### src/design/mhms_pkg.sv
package mhms_pkg;

    localparam int TIMER_BITS_DEF = 17;
    localparam int CFG_W          = 16;
    localparam int CFG_IDX_W      = 3;
    localparam int STATE_W        = 3;
    localparam int NUM_POS        = 5;

    // sequencer state codes
    localparam logic [STATE_W-1:0] ST_UNINIT   = 3'd0;
    localparam logic [STATE_W-1:0] ST_HOMING   = 3'd1;
    localparam logic [STATE_W-1:0] ST_MOVING   = 3'd2;
    localparam logic [STATE_W-1:0] ST_DONE     = 3'd3;
    localparam logic [STATE_W-1:0] ST_ERR_HOME = 3'd4;
    localparam logic [STATE_W-1:0] ST_ERR_MOVE = 3'd5;
    localparam logic [STATE_W-1:0] ST_ESTOP    = 3'd6;

    // configuration register indexes
    localparam logic [CFG_IDX_W-1:0] CFG_TIMEOUT    = 3'd0;
    localparam logic [CFG_IDX_W-1:0] CFG_SETTLE     = 3'd1;
    localparam logic [CFG_IDX_W-1:0] CFG_POS_ONE    = 3'd2;
    localparam logic [CFG_IDX_W-1:0] CFG_POS_TWO    = 3'd3;
    localparam logic [CFG_IDX_W-1:0] CFG_POS_THREE  = 3'd4;
    localparam logic [CFG_IDX_W-1:0] CFG_POS_FOUR   = 3'd5;
    localparam logic [CFG_IDX_W-1:0] CFG_POS_FIVE   = 3'd6;

    localparam logic [CFG_W-1:0] TIMEOUT_RST = 16'd5000;
    localparam logic [CFG_W-1:0] SETTLE_RST  = 16'd100;

    // requested position selectors
    localparam logic [15:0] REQ_POS_ONE   = 16'd1;
    localparam logic [15:0] REQ_POS_TWO   = 16'd2;
    localparam logic [15:0] REQ_POS_THREE = 16'd3;
    localparam logic [15:0] REQ_POS_FOUR  = 16'd4;
    localparam logic [15:0] REQ_POS_FIVE  = 16'd5;
    localparam logic [15:0] HOME_DISTANCE = 16'd0;

    typedef struct packed {
        logic [CFG_W-1:0]               timeout_ms;
        logic [CFG_W-1:0]               settle_allowance_ms;
        logic [NUM_POS-1:0][CFG_W-1:0]  positions;
    } cfg_t;

    typedef struct packed {
        logic        estop_pressed;
        logic        pos_cmd_written;
        logic        torq_cmd_written;
        logic [15:0] requested_position;
        logic        right_feedback_asserted;
        logic        right_steps_complete;
        logic        left_feedback_asserted;
        logic        left_steps_complete;
    } item_t;

    typedef struct packed {
        logic [STATE_W-1:0] state_code;
        logic               motors_enable;
        logic [15:0]        target_distance;
        logic               start_move;
        logic               clear_alerts;
        logic               zero_position_ref;
    } result_t;

    function automatic logic [CFG_W-1:0] select_distance(
        input logic [NUM_POS-1:0][CFG_W-1:0] positions,
        input logic [15:0]                   req
    );
        logic [CFG_W-1:0] sel;
        case (req)
            REQ_POS_ONE:   sel = positions[0];
            REQ_POS_TWO:   sel = positions[1];
            REQ_POS_THREE: sel = positions[2];
            REQ_POS_FOUR:  sel = positions[3];
            REQ_POS_FIVE:  sel = positions[4];
            default:       sel = HOME_DISTANCE;
        endcase
        return sel;
    endfunction

endpackage

### src/design/mhms_cfg_regs.sv
module mhms_cfg_regs
    import mhms_pkg::*;
(
    input  logic                 clk,
    input  logic                 rst_n,
    input  logic                 wr_en,
    input  logic [CFG_IDX_W-1:0] wr_index,
    input  logic [CFG_W-1:0]     wr_data,
    output cfg_t                 cfg
);

    cfg_t cfg_reg;
    cfg_t cfg_next;

    always_comb
    begin
        cfg_next = cfg_reg;
        if (wr_en)
        begin
            case (wr_index)
                CFG_TIMEOUT:   cfg_next.timeout_ms          = wr_data;
                CFG_SETTLE:    cfg_next.settle_allowance_ms = wr_data;
                CFG_POS_ONE:   cfg_next.positions[0]        = wr_data;
                CFG_POS_TWO:   cfg_next.positions[1]        = wr_data;
                CFG_POS_THREE: cfg_next.positions[2]        = wr_data;
                CFG_POS_FOUR:  cfg_next.positions[3]        = wr_data;
                CFG_POS_FIVE:  cfg_next.positions[4]        = wr_data;
                default:       cfg_next = cfg_reg;   // drop writes past the list
            endcase
        end
    end

    always_ff @(posedge clk or negedge rst_n)
    begin
        if (!rst_n)
        begin
            cfg_reg.timeout_ms          <= TIMEOUT_RST;
            cfg_reg.settle_allowance_ms <= SETTLE_RST;
            cfg_reg.positions           <= '0;
        end
        else
        begin
            cfg_reg <= cfg_next;
        end
    end

    assign cfg = cfg_reg;

endmodule

### src/design/mhms_seq_core.sv
module mhms_seq_core
    import mhms_pkg::*;
#(
    parameter int TIMER_BITS = TIMER_BITS_DEF
)
(
    input  logic    clk,
    input  logic    rst_n,
    input  logic    step,
    input  item_t   item,
    input  cfg_t    cfg,
    output result_t result
);

    // compare width: one bit above the wider of timer and register
    localparam int CMP_W = ((TIMER_BITS > CFG_W) ? TIMER_BITS : CFG_W) + 1;

    logic [STATE_W-1:0]    state_reg, state_next;
    logic [TIMER_BITS-1:0] elapsed_reg, elapsed_next;
    logic                  pos_pend_reg, pos_pend_next;
    logic                  torq_pend_reg, torq_pend_next;
    logic                  enable_reg, enable_next;
    logic [CFG_W-1:0]      dist_reg, dist_next;

    logic [TIMER_BITS-1:0] elapsed_inc;
    logic [CMP_W-1:0]      elapsed_ext;
    logic                  settled;
    logic                  timed_out;
    logic                  motors_done;
    logic [STATE_W-1:0]    cur_state;
    logic                  start_move;
    logic                  clear_alerts;
    logic                  zero_ref;

    // saturate at all ones
    assign elapsed_inc = (&elapsed_reg) ? elapsed_reg : elapsed_reg + TIMER_BITS'(1);
    assign elapsed_ext = CMP_W'(elapsed_inc);
    assign settled     = elapsed_ext > CMP_W'(cfg.settle_allowance_ms);
    assign timed_out   = elapsed_ext > CMP_W'(cfg.timeout_ms);
    assign motors_done = item.right_feedback_asserted & item.right_steps_complete
                       & item.left_feedback_asserted & item.left_steps_complete;
    assign cur_state   = item.estop_pressed ? ST_ESTOP : state_reg;

    always_comb
    begin
        state_next     = cur_state;
        elapsed_next   = elapsed_inc;
        pos_pend_next  = pos_pend_reg | item.pos_cmd_written;
        torq_pend_next = torq_pend_reg | item.torq_cmd_written;
        enable_next    = enable_reg;
        dist_next      = dist_reg;
        start_move     = 1'b0;
        clear_alerts   = 1'b0;
        zero_ref       = 1'b0;

        case (cur_state)
            ST_UNINIT:
            begin
                enable_next = 1'b0;
                if (pos_pend_next)
                begin
                    pos_pend_next = 1'b0;
                    clear_alerts  = 1'b1;
                    enable_next   = 1'b1;
                    elapsed_next  = '0;
                    state_next    = ST_HOMING;
                end
            end
            ST_HOMING:
            begin
                if (motors_done && settled)
                begin
                    zero_ref     = 1'b1;
                    dist_next    = select_distance(cfg.positions, item.requested_position);
                    start_move   = 1'b1;
                    elapsed_next = '0;
                    state_next   = ST_MOVING;
                end
                else if (timed_out)
                begin
                    state_next = ST_ERR_HOME;
                end
            end
            ST_MOVING:
            begin
                if (motors_done && settled)
                    state_next = ST_DONE;
                else if (timed_out)
                    state_next = ST_ERR_MOVE;
            end
            ST_DONE:
            begin
                // a torque command re-targets but leaves the state alone
                if (pos_pend_next || torq_pend_next)
                begin
                    dist_next    = select_distance(cfg.positions, item.requested_position);
                    start_move   = 1'b1;
                    elapsed_next = '0;
                end
                if (pos_pend_next)
                    state_next = ST_MOVING;
                pos_pend_next  = 1'b0;
                torq_pend_next = 1'b0;
            end
            ST_ERR_HOME, ST_ERR_MOVE:
            begin
                enable_next = 1'b0;
            end
            default:
            begin
                enable_next    = 1'b0;
                pos_pend_next  = 1'b0;
                torq_pend_next = 1'b0;
                state_next     = item.estop_pressed ? ST_ESTOP : ST_UNINIT;
            end
        endcase
    end

    always_ff @(posedge clk or negedge rst_n)
    begin
        if (!rst_n)
        begin
            state_reg     <= ST_UNINIT;
            elapsed_reg   <= '0;
            pos_pend_reg  <= 1'b0;
            torq_pend_reg <= 1'b0;
            enable_reg    <= 1'b0;
            dist_reg      <= '0;
        end
        else if (step)
        begin
            state_reg     <= state_next;
            elapsed_reg   <= elapsed_next;
            pos_pend_reg  <= pos_pend_next;
            torq_pend_reg <= torq_pend_next;
            enable_reg    <= enable_next;
            dist_reg      <= dist_next;
        end
    end

    assign result.state_code        = state_next;
    assign result.motors_enable     = enable_next;
    assign result.target_distance   = dist_next;
    assign result.start_move        = start_move;
    assign result.clear_alerts      = clear_alerts;
    assign result.zero_position_ref = zero_ref;

    a_estop_wins: assert property (@(posedge clk) disable iff (!rst_n)
        step && item.estop_pressed |=> state_reg == ST_ESTOP && !enable_reg)
        else $error("estop tick did not reach estop state");

    a_start_clears_timer: assert property (@(posedge clk) disable iff (!rst_n)
        step && start_move |=> elapsed_reg == '0)
        else $error("move start did not clear timer");

    a_home_to_move: assert property (@(posedge clk) disable iff (!rst_n)
        step && zero_ref |=> state_reg == ST_MOVING && enable_reg)
        else $error("homing finish did not start a move");

    a_error_drops_enable: assert property (@(posedge clk) disable iff (!rst_n)
        step && (state_reg == ST_ERR_HOME || state_reg == ST_ERR_MOVE) |=> !enable_reg)
        else $error("error state kept motors enabled");

endmodule

### src/design/motion_homing_move_sequencer_top.sv
// Homing and move sequencer for two motors, fed one transaction per 1 ms tick.
// A tick enters an input register, the sequencer state is updated from it and
// the result lands in an output register. A new tick can be taken every cycle
// while out_stall does not hold back the output register. in_stall rises only
// while a finished result is held by out_stall and the input register is full.
// Configuration writes (cfg_ready is always high) must be made while no tick
// is in flight; indexes past the last register are ignored. There is no
// clearing pass after reset.
module motion_homing_move_sequencer_top
    import mhms_pkg::*;
#(
    parameter int TIMER_BITS = TIMER_BITS_DEF
)
(
    input  logic                 clk,
    input  logic                 rst_n,

    input  logic                 cfg_valid,
    output logic                 cfg_ready,
    input  logic [CFG_IDX_W-1:0] cfg_index,
    input  logic [CFG_W-1:0]     cfg_data,

    input  logic                 in_valid,
    output logic                 in_stall,
    input  logic                 estop_pressed,
    input  logic                 pos_cmd_written,
    input  logic                 torq_cmd_written,
    input  logic [15:0]          requested_position,
    input  logic                 right_feedback_asserted,
    input  logic                 right_steps_complete,
    input  logic                 left_feedback_asserted,
    input  logic                 left_steps_complete,

    output logic                 out_valid,
    input  logic                 out_stall,
    output logic [STATE_W-1:0]   state_code,
    output logic                 motors_enable,
    output logic [15:0]          target_distance,
    output logic                 start_move,
    output logic                 clear_alerts,
    output logic                 zero_position_ref
);

    cfg_t    cfg;
    item_t   item_reg;
    item_t   item_in;
    logic    item_valid_reg, item_valid_next;
    result_t res_comb;
    result_t res_reg;
    logic    res_valid_reg, res_valid_next;
    logic    advance;
    logic    in_accept;

    assign cfg_ready = 1'b1;

    mhms_cfg_regs u_cfg
    (
        .clk      (clk),
        .rst_n    (rst_n),
        .wr_en    (cfg_valid),
        .wr_index (cfg_index),
        .wr_data  (cfg_data),
        .cfg      (cfg)
    );

    assign item_in.estop_pressed           = estop_pressed;
    assign item_in.pos_cmd_written         = pos_cmd_written;
    assign item_in.torq_cmd_written        = torq_cmd_written;
    assign item_in.requested_position      = requested_position;
    assign item_in.right_feedback_asserted = right_feedback_asserted;
    assign item_in.right_steps_complete    = right_steps_complete;
    assign item_in.left_feedback_asserted  = left_feedback_asserted;
    assign item_in.left_steps_complete     = left_steps_complete;

    // move the held tick on when the output register is free or being drained
    assign advance   = item_valid_reg && (!res_valid_reg || !out_stall);
    assign in_stall  = item_valid_reg && !advance;
    assign in_accept = in_valid && !in_stall;

    always_comb
    begin
        item_valid_next = item_valid_reg;
        if (in_accept)
            item_valid_next = 1'b1;
        else if (advance)
            item_valid_next = 1'b0;

        res_valid_next = res_valid_reg;
        if (advance)
            res_valid_next = 1'b1;
        else if (!out_stall)
            res_valid_next = 1'b0;
    end

    always_ff @(posedge clk or negedge rst_n)
    begin
        if (!rst_n)
        begin
            item_valid_reg <= 1'b0;
            res_valid_reg  <= 1'b0;
        end
        else
        begin
            item_valid_reg <= item_valid_next;
            res_valid_reg  <= res_valid_next;
        end
    end

    always_ff @(posedge clk)
    begin
        if (in_accept)
            item_reg <= item_in;
        if (advance)
            res_reg <= res_comb;
    end

    mhms_seq_core #(
        .TIMER_BITS (TIMER_BITS)
    ) u_core
    (
        .clk    (clk),
        .rst_n  (rst_n),
        .step   (advance),
        .item   (item_reg),
        .cfg    (cfg),
        .result (res_comb)
    );

    assign out_valid         = res_valid_reg;
    assign state_code        = res_reg.state_code;
    assign motors_enable     = res_reg.motors_enable;
    assign target_distance   = res_reg.target_distance;
    assign start_move        = res_reg.start_move;
    assign clear_alerts      = res_reg.clear_alerts;
    assign zero_position_ref = res_reg.zero_position_ref;

endmodule

### config.mk
export PLATFORM = sky130hd
export DESIGN_NAME = motion_homing_move_sequencer_top
export DESIGN_NICKNAME = d
export VERILOG_FILES = /design/src/design/mhms_pkg.sv /design/src/design/mhms_cfg_regs.sv /design/src/design/mhms_seq_core.sv /design/src/design/motion_homing_move_sequencer_top.sv
export SDC_FILE = /design/constraint.sdc
export NUM_CORES = 1
export LEC_CHECK = 0
export BUFFER_PORTS_ARGS = -buffer_cell sky130_fd_sc_hd__buf_2
export CAP_MARGIN = 10
export CORE_AREA = 2 2 159 161
export CTS_BUF_LIST = sky130_fd_sc_hd__clkbuf_16
export DETAILED_ROUTE_END_ITERATION = 12
export DIE_AREA = 0 0 161 163
export PLACE_DENSITY_LB_ADDON = 0.15
export SYNTH_ARGS = -nofsm -noshare
export SYNTH_HDL_FRONTEND = slang
export SYNTH_SLANG_ARGS = --single-unit
### constraint.sdc
create_clock -name clk -period 5.7 [get_ports clk]
set_input_delay 0.285 -clock clk [delete_from_list [all_inputs] [get_ports clk]]
set_output_delay 0.285 -clock clk [all_outputs]
set_load 0.1 [all_outputs]
==> flow_summary.yaml, run 1 <==
hold_path:
  hp-class: "input port to register"
  holdPathStages: 1
  min_to: "item_reg[15]$_DFFE_PP_"
  min_from: "requested_position[11]"
timing:
  worstMarginPinSlew_ps: 1127
  grt_setup_unrepaired: "false"
  finalSetupTns_ps: 0
  setup_viol: 0
  hold_viol: 0
  maxSlewViolCount: 0
  skew_ps: 11.94
  hold-worst-slack_ps: 13.50
  post-route-min-period_ps: 4497
  setup_ws_ps: 1203
  relSlewSlack_pct: 24.47
  fin_crit_sh_pct: 78.89
  fmax_ghz: 0.2224
finish:
  regArea_mm2: 0.005220
  multi_input_area_mm2: 0.004073
  diodes: 0
  areaGrowthSynthToFinish_pct: 15.76
  drive_gt1_share_pct: 30.45
  layout_commonest_cell: "dfrtp_1"
  nFillCells: 2325
  final_nets: 970
  layout_common_cells: "dfrtp_1 (145), mux2_2 (121), nand2_1 (93)"
  largest_register_ffs: 112
floorplanning:
  fp.dieW_um: 161
  fp.dieH_um: 163
  placementRows: 58
  ioPinCount: 73
  design.core.area_mm2: 0.02467
  die-area_mm2: 0.02624
  initial_core_util_pct: 38.96
yosys:
  syn_inst: 810
  synth.area.top_cells: "dfrtp_1 (38%), edfxtp_1 (14%), mux2_2 (14%)"
  ys_warn_count: 0
  async_flop_share_pct: 76.88
  synth_edf_count: 46
  syn_area_per_cell_um2: 11.87
  syn_area_mm2: 0.009613
  syn-num-nets: 890
  seq_area_frac_synth_pct: 54.30
  synth_top_area_share_pct: 37.75
  yosys_register_bits: 199
  ys_types: 65
  synthFlopType: "dfrtp_1"
  synth_top_area_cell: "dfrtp_1"
route:
  wl_per_cell_um: 17.56
  vias: 6355
  avgViaCountPerCell: 5.154
  totalWireLength_mm: 21.65
  drc: 0
  first_pass_iters: 4
  drt_iter0_markers: 430
  final_antenna_net_count: 0
worst_setup_path:
  crit_path_end_kind: "register"
  rrSetupSlack_ps: 1200
  crit_chain: "ha_1 -> and3_1 -> and3_1 -> nand3_1 -> nand4_1 -> o21ai_0 -> nand2_1 -> ha_1 -> and4_1 -> nand4_1 -> a31o_2 -> nand4_1 -> nand2_4 -> a211oi_4 -> buf_4 -> mux2_2"
  critPathMaxStageDelay_ps: 440
  startpoint: "u_core.elapsed_reg[0]$_DFFE_PN0P_"
  critPathLaunchType: "register"
  critical_path.slowest_cell: "dfrtp_1"
  reg2regPathDepth: 16
  crit_fanout: 16
  cp.arrival_ps: 4830
  cpMostUsedCell: "nand4_1"
  rr_startpoint: "u_core.elapsed_reg[0]$_DFFE_PN0P_"
  path_class: "register to register"
  required_ps: 6030
  r2r_end: "u_core.dist_reg[15]$_DFFE_PN0P_"
global_routing:
  grt_overflow: 0
  antenna_found_initial: 0
  grt_pass1_wl_mm: 35.05
  grt_max_degree: 99
  grtUsageTotal_pct: 17.25
  grt_pass1_vias: 6315
placement:
  post-place-ws_ps: 1175
  hpwlAfterDp_mm: 14.82
  portBuffers: 71
  place.gp.congestion: 0.8745
run:
  drv_cap: 0
status:
  outcome: "finished clean"
clock_network:
  cts.htree.levels: 4
  clock_latency_ps: 450
  cts_root_buffer: "clkbuf_16"
  cts_buffers: 17
  cts_tree: "built"
  clock-sinks: 199
  clockBufferDepth: 2
  clkTransAtPathRegs_ps: 80
power:
  power_density_mw_per_mm2: 388.7
  peakVddDrop_uv: 165.3
  leakage_uw: 0.004751
worst max path at each step:
stage	cells past startpoint	slack, ps	endpoint
floorplan	16	1700	target_distance[10]$_DFFE_PP_
global placement	16	1230	target_distance[8]$_DFFE_PP_
detailed placement	16	1180	u_core.dist_reg[2]$_DFFE_PN0P_
CTS	16	1160	u_core.dist_reg[2]$_DFFE_PN0P_
finish	16	1200	u_core.dist_reg[15]$_DFFE_PN0P_
global route	17	760	u_core.elapsed_reg[16]$_DFFE_PN0P_
repair_timing:
action                     4_1_cts  5_1_grt
buffers inserted                 0        0
hold endpoints to repair        36        0
gates resized for setup          0        0
setup endpoints to repair        0        0
hold buffers                    16        0
metrics by stage:
stage                     util (%)  power [uW]  cells  instance area, um2
after global placement       41.94        3097   1185               10350
after floorplan                  -        2787    810                9613
after CTS                    45.10        4377   1233               11130
after global routing         45.10        4607   1233               11130
final                        45.10        4326   1233               11130
after detailed placement     41.94        3103   1185               10350
report_power, final:
part | switching, uW | internal, uW | leakage (uW)
registers | 180 | 1720 | 0.00228
logic | 699 | 471 | 0.00217
clock network | 648 | 605 | 0.000300
total | 1530 | 2800 | 0.00475
cell usage after synthesis (2+ instances only):
cell type  count
nor3_1        17
a211oi_1       3
o22ai_1        6
nor2_1        18
a2111oi_0      2
mux2_2       121
dfrtp_1      145
edfxtp_1      46
and2_1         2
o21ai_0       51
a22oi_1       32
ha_1          33
nand4b_1       3
nand2b_1       5
nor4_1         8
o31ai_1        6
o221ai_1       2
a21oi_1       19
nor3b_1        3
a311o_1        2
nand2_1       93
a21o_1         2
a21oi_2        2
xor2_1         2
buf_2         10
o32ai_1        2
and3_1         4
o211ai_1       8
clkbuf_1      28
and4_1         3
mux2_4        10
nor4_2         2
xnor2_1       11
dfstp_2        8
nand4_2        2
nand3_1       11
inv_1         44
a31oi_1        2
nor2b_1        5
nand4_1       12
cells by family after synthesis:
group	Yosys count	share of synthesized area (%)
buf+inv	86	3.722
other cells	1	0.03901
fa+ha+maj	33	4.295
compound gates	150	10.27
xor+xnor	13	1.184
flops	199	54.30
simple gates	196	10.33
mux	132	15.85
cell type report:
type	count	share of cell area (%)
repair buffers	102	5.700
well taps	330	3.710
clock inverters	15	1.743
multi-input cells	525	36.60
clock buffers	17	3.823
flip-flops and latches	199	46.91
inverters	45	1.518
critical path: cells and delay by family (launching register included):
family / cells / cell delay (ps)
mux: 1 / 370
compound gates: 3 / 800
flops: 1 / 440
buf+inv: 1 / 310
fa+ha+maj: 2 / 540
simple gates: 9 / 1910
layer usage:
metal	part of all wire (%)	vias up	GRT usage, %
li1	-	3100	-
met1	46	3131	22.92
met2	49	106	29.34
met3	2.7	18	2.546
met4	1.6	0	5.235
met5	0	-	0
(Power assumes the default switching activity.)
==> inputs of run 2 (changes only) <==
==> constraint.sdc (replaced) <==
create_clock -name clk -period 4.2 [get_ports clk]
set_input_delay 0.21 -clock clk [delete_from_list [all_inputs] [get_ports clk]]
set_output_delay 0.21 -clock clk [all_outputs]
set_load 0.1 [all_outputs]
==> flow_summary.yaml, run 2 (same netlist as run 1, synthesis figures left out) <==
status:
  outcome: "finished clean"
clock_network:
  cts.htree.levels: 4
  cts_buffers: 17
  clockBufferDepth: 2
  cts_root_buffer: "clkbuf_16"
  clock-sinks: 199
  clock_latency_ps: 430
  clkTransAtPathRegs_ps: 80
  cts_tree: "built"
timing:
  fmax_ghz: 0.2525
  finalSetupTns_ps: 0
  hold-worst-slack_ps: 71.29
  worstMarginPinSlew_ps: 1110
  relSlewSlack_pct: 26.03
  skew_ps: 11.15
  post-route-min-period_ps: 3960
  fin_crit_sh_pct: 94.29
  maxSlewViolCount: 0
  grt_setup_unrepaired: "false"
  hold_viol: 0
  setup_viol: 0
worst_setup_path:
  r2r_end: "target_distance[0]$_DFFE_PP_"
  crit_fanout: 17
  reg2regPathDepth: 16
  rrSetupSlack_ps: 240
  startpoint: "u_core.elapsed_reg[1]$_DFFE_PN0P_"
  path_class: "register to register"
  critPathMaxStageDelay_ps: 400
  cp.arrival_ps: 4140
  required_ps: 4380
  critical_path.slowest_cell: "dfrtp_1"
  critPathLaunchType: "register"
  endpoint: "target_distance[0]$_DFFE_PP_"
  crit_path_end_kind: "register"
  crit_chain: "ha_1 -> and3_1 -> and3_1 -> nand3_1 -> buf_4 -> mux2_2 -> ha_1 -> nor2b_1 -> o2111ai_1 -> a31o_2 -> nand4_1 -> buf_4 -> nand2_4 -> a21oi_2 -> buf_12 -> mux2_2"
  rr_startpoint: "u_core.elapsed_reg[1]$_DFFE_PN0P_"
floorplanning:
  fp.dieW_um: 161
  die-area_mm2: 0.02624
  design.core.area_mm2: 0.02467
  placementRows: 58
  initial_core_util_pct: 38.96
  fp.dieH_um: 163
  ioPinCount: 73
finish:
  nFillCells: 2278
  regArea_mm2: 0.005220
  layout_commonest_cell: "dfrtp_1"
  largest_register_ffs: 112
  areaGrowthSynthToFinish_pct: 18.87
  final_nets: 998
  diodes: 0
  multi_input_area_mm2: 0.004108
  layout_common_cells: "dfrtp_1 (145), mux2_2 (121), nand2_1 (93)"
  drive_gt1_share_pct: 32.12
power:
  power_density_mw_per_mm2: 526.0
  peakVddDrop_uv: 323.2
  leakage_uw: 0.004893
route:
  drc: 0
  avgViaCountPerCell: 5.174
  totalWireLength_mm: 22.49
  first_pass_iters: 4
  vias: 6525
  final_antenna_net_count: 0
  wl_per_cell_um: 17.84
  drt_iter0_markers: 325
global_routing:
  grt_overflow: 0
  grtUsageTotal_pct: 17.97
  antenna_found_initial: 0
  grt_max_degree: 97
  grt_pass1_vias: 6616
  grt_pass1_wl_mm: 36.45
run:
  drv_cap: 0
placement:
  place.gp.congestion: 0.8208
  hpwlAfterDp_mm: 15.33
  portBuffers: 71
hold_path:
  hp-class: "input port to register"
## run 2: cell count changes in the layout (fill, tap and decap cells not counted), moves of 2 or more
cell / change
inv_6: +2
a2111oi_0: -2
buf_4: +16
clkinv_8: -2
dlygate4sd3_1: +10
xnor2_1: -2
xnor2_2: +2
buf_12: +2
## run 2: final cells by class
class                      count  share of cell area [%]
clock buffer                  17                   3.723
clock inverter                15                   1.730
inverter                      45                   1.478
multi-input combinational    525                   35.95
sequential                   199                   45.68
tap                          330                   3.613
timing repair buffer         130                   7.829
## run 2: worst min path at each step
| stage | startpoint | end | cells past startpoint |
|---|---|---|---|
| finish | cfg_data[9] | u_cfg.cfg[105]$_DFFE_PN1P_ | 3 |
| detailed placement | rst_n | u_cfg.cfg[38]$_DFFE_PN0P_ | 1 |
| global placement | rst_n | u_cfg.cfg[47]$_DFFE_PN0P_ | 1 |
| floorplan | rst_n | item_valid_reg$_DFFE_PN0P_ | 0 |
| global route | cfg_data[7] | u_cfg.cfg[103]$_DFFE_PN1P_ | 3 |
| CTS | cfg_data[9] | u_cfg.cfg[105]$_DFFE_PN1P_ | 3 |
## run 2: routing by layer
layer,share of wire [%],vias to the layer above,track usage [%]
li1,-,3166,-
met5,0,-,0
met2,50,97,30.96
met3,2.6,18,3.234
met1,46,3244,23.27
met4,1.8,0,5.195
## run 2: metrics by stage
| step | power (uW) | util [%] | std cells | worst slack, ps | area (um2) |
|---|---|---|---|---|---|
| 2_1_floorplan | 3783 | - | 810 | 195.8 | 9613 |
| 3_3_place_gp | 4269 | 42.53 | 1201 | 85.12 | 10490 |
| 3_5_place_dp | 4291 | 42.53 | 1201 | 37.88 | 10490 |
| 4_1_cts | 6048 | 46.11 | 1259 | 22.75 | 11380 |
| 5_1_grt | 6397 | 46.31 | 1261 | 23.00 | 11430 |
| 6_report | 6011 | 46.31 | 1261 | 239.9 | 11430 |
## run 2: critical path: cells and delay by family, from the launching register on
kind	cells	cell delay, ps
compound gates	3	610
fa+ha+maj	2	540
buf+inv	3	520
flops	1	400
mux	2	740
simple gates	6	900
## run 2: report_power, final
group | switching [uW] | internal, uW | total, uW
clock | 847 | 873 | 1720
sequential | 215 | 2340 | 2550
combinational | 1030 | 709 | 1740
## run 2: timing repair
action	CTS	global route
buffers inserted	0	2
setup endpoints to repair	0	49
resized for setup	0	9
hold buffers	26	0
hold endpoints to repair	114	0
==> inputs of run 3 (changes only) <==
--- a/config.mk
+++ b/config.mk
@@ -5,12 +5,14 @@
 export SDC_FILE = /design/constraint.sdc
 export NUM_CORES = 1
 export LEC_CHECK = 0
+export ABC_AREA = 1
 export BUFFER_PORTS_ARGS = -buffer_cell sky130_fd_sc_hd__buf_2
 export CAP_MARGIN = 10
-export CORE_AREA = 2 2 159 161
+export CORE_AREA = 2 2 158 160
 export CTS_BUF_LIST = sky130_fd_sc_hd__clkbuf_16
+export CTS_CLUSTER_DIAMETER = 200
 export DETAILED_ROUTE_END_ITERATION = 12
-export DIE_AREA = 0 0 161 163
+export DIE_AREA = 0 0 160 162
 export PLACE_DENSITY_LB_ADDON = 0.15
 export SYNTH_ARGS = -nofsm -noshare
 export SYNTH_HDL_FRONTEND = slang
==> flow_summary.yaml, run 3 <==
yosys:
  syn_inst: 1081
  muxShareOfSynthArea_pct: 0
  syn_area_mm2: 0.009499
  async_flop_share_pct: 76.88
  synth.area.top_cells: "dfrtp_1 (38%), edfxtp_1 (15%), nand2_1 (12%)"
  synth_top_area_share_pct: 38.20
  synth_top_family_by_area: "simple AND/OR/NAND/NOR gates"
  ys_types: 42
  synth_edf_count: 46
  synth_compound_area_share_pct: 10.68
  seq_area_frac_synth_pct: 54.95
  syn_area_per_cell_um2: 8.787
  synth.most_common_cell: "nand2_1"
  synth_common_cells: "nand2_1 (316), dfrtp_1 (145), o21ai_0 (132)"
  yosys_register_bits: 199
  synthFlopType: "dfrtp_1"
  syn-num-nets: 1161
  synth_top_area_cell: "dfrtp_1"
  yosys.area_share.adder_pct: 4.347
  synthXorXnorAreaFrac_pct: 1.106
  yosys.area_share.simple_pct: 22.02
  ys_warn_count: 0
timing:
  grt_setup_unrepaired: "false"
  finalSetupTns_ps: 0
  fin_crit_sh_pct: 90.19
  relSlewSlack_pct: 26.04
  post-route-min-period_ps: 3788
  skew_ps: 12.83
  setup_ws_ps: 412.2
  maxSlewViolCount: 0
  worstMarginPinSlew_ps: 1107
  setup_viol: 0
  fmax_ghz: 0.2640
  hold_viol: 0
finish:
  drive_gt1_share_pct: 13.97
  largest_register_ffs: 112
  stdcell_area_mm2: 0.01107
  layout_commonest_cell: "nand2_1"
  areaGrowthSynthToFinish_pct: 16.57
  final_nets: 1255
  nFillCells: 2425
  diodes: 0
  layout_common_cells: "nand2_1 (316), dfrtp_1 (145), o21ai_0 (132)"
  utilization_pct: 45.94
clock_network:
  clkTransAtPathRegs_ps: 90
  cts_tree: "built"
  clock-sinks: 199
  clock_latency_ps: 440
  cts_root_buffer: "clkbuf_16"
  clockBufferDepth: 2
  cts_setup_buffers: 0
  cts_buffers: 17
  cts.htree.levels: 4
global_routing:
  grt_overflow: 0
  busiest_layer: "met2"
  grt_pass1_wl_mm: 38.45
  grt_max_degree: 87
  use_met1_pct: 25.10
  met3_usage_pct: 2.937
  grt_pass1_vias: 7254
  grtUsageTotal_pct: 18.93
  use_met2_pct: 32.49
  antenna_found_initial: 0
worst_setup_path:
  critPathTopFamily: "simple AND/OR/NAND/NOR gates"
  cpMostUsedCell: "nand2_1"
  cp.arrival_ps: 3990
  crit_path_end_kind: "register"
  path_class: "register to register"
  critPathMaxStageDelay_ps: 410
  critPathLaunchType: "register"
  crit_fanout: 16
  crit_chain: "ha_1 -> nand3_1 -> inv_2 -> nand2_2 -> nor2_4 -> nand2_1 -> nand3_1 -> nand3b_1 -> nor2_1 -> nand2_1 -> xor2_1 -> inv_1 -> ha_1 -> nand4_1 -> nor3_1 -> a21oi_4 -> nand2_4 -> nor2_8 -> nor2_8 -> inv_6 -> nand2_1 -> nand2_1"
  reg2regPathDepth: 22
  worst-path-buf-inv: 3
  rrSetupSlack_ps: 410
  r2r_end: "target_distance[5]$_DFFE_PP_"
  critical_path.slowest_cell: "dfrtp_1"
  required_ps: 4400
  rr_startpoint: "u_core.elapsed_reg[0]$_DFFE_PN0P_"
placement:
  hpwlAfterDp_mm: 15.65
  dpl_cell_area_mm2: 0.01022
  post-place-ws_ps: 431.0
  place.gp.congestion: 0.8467
  portBuffers: 71
power:
  peakVddDrop_uv: 227.6
  leakage_uw: 0.005507
  power_density_mw_per_mm2: 490.9
  power_uw: 5436
floorplanning:
  fp.dieW_um: 160
  fp.dieH_um: 162
  initial_core_util_pct: 39.41
  ioPinCount: 73
  die-area_mm2: 0.02592
  design.core.area_mm2: 0.02411
  placementRows: 57
route:
  first_pass_iters: 5
  avgViaCountPerCell: 4.819
  drc: 0
  totalWireLength_mm: 23.17
  drt_iter0_markers: 463
  wl_per_cell_um: 15.32
  final_antenna_net_count: 0
  vias: 7287
hold_path:
  holdPathStages: 3
  min_to: "item_valid_reg$_DFFE_PN0P_"
  hp-class: "input port to register"
  min_from: "in_valid"
status:
  outcome: "finished clean"
run:
  drv_cap: 0
-- run 3: changes by cell type in the layout (fill, tap and decap cells not counted), sizes merged, moves of 17 or more --
cell / before / now
nand2: 94 / 338
mux2: 132 / 0
nand3: 11 / 44
inv: 53 / 134
nor2: 18 / 69
o21ai: 51 / 132
a22oi: 32 / 15
-- run 3: worst max-delay path by stage --
stage                                                  from                       endpoint  slack, ps  depth (start not counted)
final                     u_core.elapsed_reg[0]$_DFFE_PN0P_   target_distance[5]$_DFFE_PP_        410                         22
after global routing      u_core.elapsed_reg[0]$_DFFE_PN0P_  target_distance[11]$_DFFE_PP_        100                         22
after CTS                 u_core.elapsed_reg[0]$_DFFE_PN0P_   target_distance[5]$_DFFE_PP_        410                         22
after detailed placement  u_core.elapsed_reg[0]$_DFFE_PN0P_   target_distance[5]$_DFFE_PP_        430                         22
after global placement    u_core.elapsed_reg[0]$_DFFE_PN0P_   target_distance[2]$_DFFE_PP_        490                         22
after floorplan           u_core.elapsed_reg[0]$_DFFE_PN0P_   target_distance[0]$_DFFE_PP_        860                         23
-- run 3: kinds of logic (layout without fill, tap and decap cells) --
group           after synthesis  in the layout
compound gates              190            190
xor+xnor                     12             12
fa+ha+maj                    33             33
buf+inv                     162            269
flops                       199            199
other cells                   1              1
simple gates                484            484
-- run 3: repair_timing --
item | in CTS | in global routing
resized for setup | 0 | 0
hold buffers | 24 | 0
hold endpoints to repair | 100 | 0
-- run 3: routing by layer --
metal | up-vias | wire (um)
met5 | - | 0
met4 | 0 | 361
met3 | 22 | 612
met2 | 128 | 11560
met1 | 3452 | 10640
li1 | 3685 | -
-- run 3: area by class of cell --
| cell class | count | area, um2 | share of cell area [%] |
|---|---|---|---|
| clock buffer | 17 | 425.4 | 3.842 |
| multi-input combinational | 720 | 3628 | 32.77 |
| tap | 324 | 405.4 | 3.661 |
| sequential | 199 | 5220 | 47.14 |
| inverter | 125 | 474.2 | 4.282 |
| clock inverter | 15 | 190.2 | 1.718 |
| timing repair buffer | 112 | 729.5 | 6.588 |
-- run 3: per-stage QoR --
step | instances | hold WS, ps
2_1_floorplan | 1081 | -85.59
3_3_place_gp | 1456 | 347.9
3_5_place_dp | 1456 | 346.4
4_1_cts | 1512 | 20.74
5_1_grt | 1512 | 80.88
6_report | 1512 | 32.55
-- run 3: worst reg2reg max path: cells and delay by family (launching register included) --
kind | cells | cell delay [ps]
simple gates | 15 | 2070
fa+ha+maj | 2 | 520
flops | 1 | 410
buf+inv | 3 | 290
xor+xnor | 1 | 170
compound gates | 1 | 110
-- run 3: power by group --
part	internal [uW]	switching, uW
combinational	396	866
clock	822	871
sequential	2300	184
